### src/rtl/tcw_pkg.sv
// Shared types, constants and helpers for the text console character writer.
// Used by tcw_front, tcw_back and text_console_char_writer; depends on nothing.
package tcw_pkg;

  localparam int ROWS   = 25;
  localparam int COLS   = 80;
  localparam int NCELLS = ROWS * COLS;

  localparam int ROW_W  = $clog2(ROWS);
  localparam int COL_W  = $clog2(COLS);
  localparam int ADDR_W = $clog2(NCELLS);
  localparam int CELL_W = 16;

  // port widths of the word fields
  localparam int OP_PORT_W  = 2;
  localparam int ROW_PORT_W = 5;
  localparam int COL_PORT_W = 7;
  localparam int POS_PORT_W = 11;
  localparam int CFG_IDX_W  = 1;
  localparam int CFG_DATA_W = 8;

  localparam logic [7:0] CH_BEL = 8'h07;
  localparam logic [7:0] CH_BS  = 8'h08;
  localparam logic [7:0] CH_TAB = 8'h09;
  localparam logic [7:0] CH_NL  = 8'h0A;
  localparam logic [7:0] CH_VT  = 8'h0B;
  localparam logic [7:0] CH_FF  = 8'h0C;
  localparam logic [7:0] CH_CR  = 8'h0D;

  localparam logic [7:0] RST_FILL_CHAR = 8'h20;
  localparam logic [7:0] RST_FILL_ATTR = 8'h07;

  typedef enum logic [1:0] {
    OP_PUT    = 2'd0,
    OP_SETCUR = 2'd1,
    OP_CLEAR  = 2'd2,
    OP_READ   = 2'd3
  } tcw_op_e;

  typedef enum logic [CFG_IDX_W-1:0] {
    REG_FILL_CHAR = 1'd0,
    REG_FILL_ATTR = 1'd1
  } tcw_reg_e;

  typedef enum logic [2:0] {
    K_NOP,
    K_NL,
    K_CR,
    K_CHAR,
    K_SETCUR,
    K_CLEAR,
    K_READ
  } tcw_kind_e;

  typedef enum logic [1:0] {
    SW_INIT,
    SW_CLEAR,
    SW_SCROLL
  } tcw_sweep_e;

  typedef enum logic [1:0] {
    ST_IDLE,
    ST_SWEEP,
    ST_DRAIN,
    ST_READ
  } tcw_state_e;

  typedef struct packed {
    tcw_kind_e        kind;
    logic [7:0]       ch;
    logic [7:0]       attr;
    logic [ROW_W-1:0] row;
    logic [COL_W-1:0] col;
  } tcw_cmd_t;

  typedef struct packed {
    logic [7:0] fill_char;
    logic [7:0] fill_attr;
  } tcw_cfg_t;

  function automatic logic [ADDR_W-1:0] cell_addr(logic [ROW_W-1:0] r, logic [COL_W-1:0] c);
    return ADDR_W'(ADDR_W'(r) * ADDR_W'(COLS)) + ADDR_W'(c);
  endfunction

endpackage

### src/rtl/tcw_front.sv
// Front end: decodes incoming words into commands and queues them (two deep).
// Depends on tcw_pkg.
module tcw_front (
  input  logic                             clk_i,
  input  logic                             rst_ni,
  input  logic                             push,
  output logic                             full,
  input  logic [tcw_pkg::OP_PORT_W-1:0]    opcode_i,
  input  logic [7:0]                       char_code_i,
  input  logic [3:0]                       bg_color_i,
  input  logic [3:0]                       fg_color_i,
  input  logic [tcw_pkg::ROW_PORT_W-1:0]   target_row_i,
  input  logic [tcw_pkg::COL_PORT_W-1:0]   target_col_i,
  input  logic                             init_busy_i,
  output logic                             cmd_valid_o,
  output tcw_pkg::tcw_cmd_t                cmd_o,
  input  logic                             cmd_take_i
);

  tcw_pkg::tcw_cmd_t entry_q [2];
  tcw_pkg::tcw_cmd_t cmd_new;
  logic [1:0]        count_q, count_d;
  logic              wr_ptr_q, rd_ptr_q;
  logic              push_ok;

  always_comb begin
    cmd_new.ch   = char_code_i;
    cmd_new.attr = {bg_color_i, fg_color_i};
    cmd_new.row  = (int'(target_row_i) > tcw_pkg::ROWS - 1) ?
                   tcw_pkg::ROW_W'(tcw_pkg::ROWS - 1) : tcw_pkg::ROW_W'(target_row_i);
    cmd_new.col  = (int'(target_col_i) > tcw_pkg::COLS - 1) ?
                   tcw_pkg::COL_W'(tcw_pkg::COLS - 1) : tcw_pkg::COL_W'(target_col_i);
    case (tcw_pkg::tcw_op_e'(opcode_i))
      tcw_pkg::OP_PUT: begin
        case (char_code_i) inside
          tcw_pkg::CH_BEL, tcw_pkg::CH_BS, tcw_pkg::CH_TAB,
          tcw_pkg::CH_VT, tcw_pkg::CH_FF: cmd_new.kind = tcw_pkg::K_NOP;
          tcw_pkg::CH_NL:                 cmd_new.kind = tcw_pkg::K_NL;
          tcw_pkg::CH_CR:                 cmd_new.kind = tcw_pkg::K_CR;
          default:                        cmd_new.kind = tcw_pkg::K_CHAR;
        endcase
      end
      tcw_pkg::OP_SETCUR: cmd_new.kind = tcw_pkg::K_SETCUR;
      tcw_pkg::OP_CLEAR:  cmd_new.kind = tcw_pkg::K_CLEAR;
      tcw_pkg::OP_READ:   cmd_new.kind = tcw_pkg::K_READ;
      default:            cmd_new.kind = tcw_pkg::K_NOP;
    endcase
  end

  // no words taken while the store is being initialized
  assign full        = (count_q == 2'd2) || init_busy_i;
  assign push_ok     = push && !full;
  assign cmd_valid_o = (count_q != 2'd0);
  assign cmd_o       = entry_q[rd_ptr_q];

  always_comb begin
    count_d = count_q;
    if (push_ok && !(cmd_take_i && cmd_valid_o)) begin
      count_d = count_q + 2'd1;
    end else if (!push_ok && cmd_take_i && cmd_valid_o) begin
      count_d = count_q - 2'd1;
    end
  end

  always_ff @(posedge clk_i or negedge rst_ni) begin
    if (!rst_ni) begin
      count_q  <= 2'd0;
      wr_ptr_q <= 1'b0;
      rd_ptr_q <= 1'b0;
    end else begin
      count_q <= count_d;
      if (push_ok) begin
        wr_ptr_q <= !wr_ptr_q;
      end
      if (cmd_take_i && cmd_valid_o) begin
        rd_ptr_q <= !rd_ptr_q;
      end
    end
  end

  always_ff @(posedge clk_i) begin
    if (push_ok) begin
      entry_q[wr_ptr_q] <= cmd_new;
    end
  end

endmodule

### config.mk
export PLATFORM = sky130hd
export DESIGN_NAME = tcw_front
export DESIGN_NICKNAME = d
export VERILOG_FILES = /design/src/rtl/tcw_pkg.sv /design/src/rtl/tcw_front.sv
export SDC_FILE = /design/constraint.sdc
export NUM_CORES = 1
export LEC_CHECK = 0
export BUFFER_PORTS_ARGS = -buffer_cell sky130_fd_sc_hd__buf_4
export CAP_MARGIN = 20
export CORE_MARGIN = 2
export CORE_UTILIZATION = 35
export CTS_BUF_LIST = sky130_fd_sc_hd__clkbuf_8 sky130_fd_sc_hd__clkbuf_16
export DETAILED_ROUTE_END_ITERATION = 6
export GPL_ROUTABILITY_DRIVEN = 0
export GPL_TIMING_DRIVEN = 1
export PLACE_DENSITY = 0.61
export SYNTH_ARGS = -nofsm -noshare
export SYNTH_HDL_FRONTEND = slang
export SYNTH_SLANG_ARGS = --single-unit
### constraint.sdc
create_clock -name clk_i -period 2.3 [get_ports clk_i]
set_clock_uncertainty 0.1 [all_clocks]
set_input_delay 0.23 -clock clk_i [delete_from_list [all_inputs] [get_ports clk_i]]
set_output_delay 0.23 -clock clk_i [all_outputs]
set_load 0.01 [all_outputs]
==> impl_metrics.ini <==
[synthesis]
yosys.area_share.xor_xnor_pct = 1.008
yosys.cell_types.count = 27
synthMuxAreaShare_pct = 13.78
synth_compound_area_share_pct = 1.680
ys.flop_type = edfxtp_1
synth-simple-area-share_pct = 6.673
synth_area_sq_um = 2606
syn-num-nets = 180
syn_area_per_cell_sq_um = 17.97
synth_top_area_share_pct = 71.44
yosys_warnings = 0
synth_edf_count = 62
ys_ff_latch = 66
synth_area_leaders = edfxtp_1, mux2_2, dfrtp_1
synth_top_area_cell = edfxtp_1
synth-adder-area-share_pct = 0
syn_inst = 145
async_reset_ff_share_pct = 6.061
synth_top_family_by_area = multiplexers
ys_seq_area_share_pct = 75.28

[critical_path]
end_kind = output port
start_kind = register
cp_max_fo = 18
required_ns = 1.97
worstSetupPathType = reg2out
arrival_ns = 1.46

[cells_and_area]
final_cell_area_sq_um = 3585
regArea_sq_um = 1962
num_antenna_cells = 0
area_delta_synth_final_pct = 37.54
stdcell_count = 340
num-fill-cells = 649
fin_nets = 273
drive_above_1_share_pct = 48.55
multi_input_area_sq_um = 610.6
utilization_pct = 49.69

[routing]
wire_per_inst_um = 13.82
drt_iter0_markers = 70
viasPerCell = 4.409
firstDrtPassIters = 4
drc = 0
drtAntennaViolNets = 0
wl_mm = 4.698
vias = 1499

[timing]
rsz0062_at_grt = false
relSlewSlack_pct = 70.40
fmax_mhz = 557.6
tightest_slew_ns = 0.4394
min_period_ns = 1.794
finalSetupTns_ns = 0
setup_violations = 0
min_period_over_period_pct = 77.98
final_hold_viol_count = 0
maxSlewViolCount = 0
finalWorstSetupSlack_ns = 0.5064

[floorplanning]
die_h_um = 90.29
initial_utilization_pct = 36.13
fp-row-count = 31
io_pins = 68
dieArea_sq_um = 8152
die_x_um = 90.29
core_sq_um = 7214

[cts]
ctsResizeCount = 0
cts_tree = built
postCtsHoldBufs = 18
clk_latency_ns = 0.32
numCtsBuffers = 9
clk_pin_slew_ns = 0.07
clockRootBuffer = clkbuf_8
cts_setup_buffers = 0
cts.path.max_buffers = 2
cts_sinks = 66
htreeDepth = 3

[power_and_ir_drop]
p_leak_nw = 1.358
peakVddDrop_uv = 392.2
seqPwrFrac_pct = 44.3
power_density_nw_per_um2 = 962.0
combPwrFrac_pct = 30.6
sw_frac_of_total_pct = 26.50
p_clk_share_pct = 25.2
intPower_mw = 2.535
p_sw_mw = 0.9138

[global_routing]
grt.total_usage_pct = 12.04
antenna_found_initial = 0
grt_max_degree = 32
grt_pass1_vias = 1542
grt_pass1_wl_mm = 7.424
overflow = 0

[hold_path]
hp-class = in2reg

[flow_run]
max_cap_violations = 0

[placed_design]
dpl_cell_area_sq_um = 3233
dp_slack_ns = 0.6082
dp_cells = 308
hpwlAfterDp_mm = 2.999
port_buffers = 67

[run_status]
outcome = completed
==> Yosys cell counts (2+ instances only) <==
library cell and number:
xnor2_1 3, nand2b_1 6, nor2_1 2, clkbuf_1 4, mux2_1 2, edfxtp_1 62
buf_4 3, mux2_2 29, or2_2 2, nor2b_1 3, o21ai_0 2, nand2_1 7
dfrtp_1 4, and2_1 3
==> registers in the layout, summed over array words and instances, names as in the netlist <==
| signal | count |
|---|---|
| count_q | 2 |
| entry_q | 62 |
| rd_ptr_q | 1 |
| wr_ptr_q | 1 |
==> cells in the final DEF, fill, tap and decap left out, types with 2 or more instances in the layout <==
cell	Yosys	routed
clkinv_1	0	2
nor2b_1	3	3
o21ai_0	2	2
and2_1	3	3
edfxtp_1	62	62
mux2_2	29	29
dlygate4sd3_1	0	18
nand2_1	7	7
clkbuf_8	0	9
clkinv_2	0	2
dfrtp_1	4	4
or2_2	2	2
nand2b_1	6	6
xnor2_1	3	3
mux2_1	2	2
buf_4	3	71
==> power groups by stage <==
stage,logic [mW],registers (mW),clock network [mW]
final,1.05,1.53,0.868
after global routing,1.13,1.54,0.937
after CTS,1.08,1.53,0.892
after detailed placement,1.05,1.55,0
after global placement,1.05,1.55,0
after floorplan,0.607,1.54,0
==> path summary, 6_finish.rpt <==
path	from	end	slack, ns	cells past startpoint
max in group asynchronous	rst_ni	rd_ptr_q	1.86	2
max	rd_ptr_q	cmd_o[28]	0.51	3
min in group asynchronous	rst_ni	count_q[1]	0.14	2
min reg2reg	wr_ptr_q	wr_ptr_q	0.46	1
max reg2reg	count_q[1]	entry_q[0][25]	0.61	4
min	char_code_i[0]	entry_q[0][20]	0.02	1
==> worst max-delay path: stages, from the launching register on <==
cell and delay, ns:
dfrtp_1 0.34, buf_4 0.27, mux2_2 0.38, buf_4 0.14
==> final cells by class <==
type	count	share of cell area, %
Timing Repair Buffer	89	19.90
Multi-Input combinational cell	71	17.03
Clock inverter	5	1.326
Inverter	1	0.1047
Tap cell	99	3.456
Sequential cell	66	54.73
Clock buffer	9	3.456
==> cells by family after synthesis <==
family,Yosys count
xor+xnor,3
simple gates,30
buf+inv,8
flops,66
compound gates,6
mux,32
==> routing by layer <==
layer | wire (um) | global-route usage (%)
met1 | 2136 | 14.66
met2 | 2254 | 18.73
met3 | 217 | 4.090
met4 | 89 | 6.923
met5 | 0 | 0
==> metrics by stage <==
stage	hold slack (ns)	total power, mW
after floorplan	-0.1656	2.145
after global placement	-0.06783	2.598
after detailed placement	-0.06686	2.601
after CTS	0.006324	3.497
after global routing	0.01323	3.609
final	0.02328	3.449
Power figures use the tool's default switching activity.
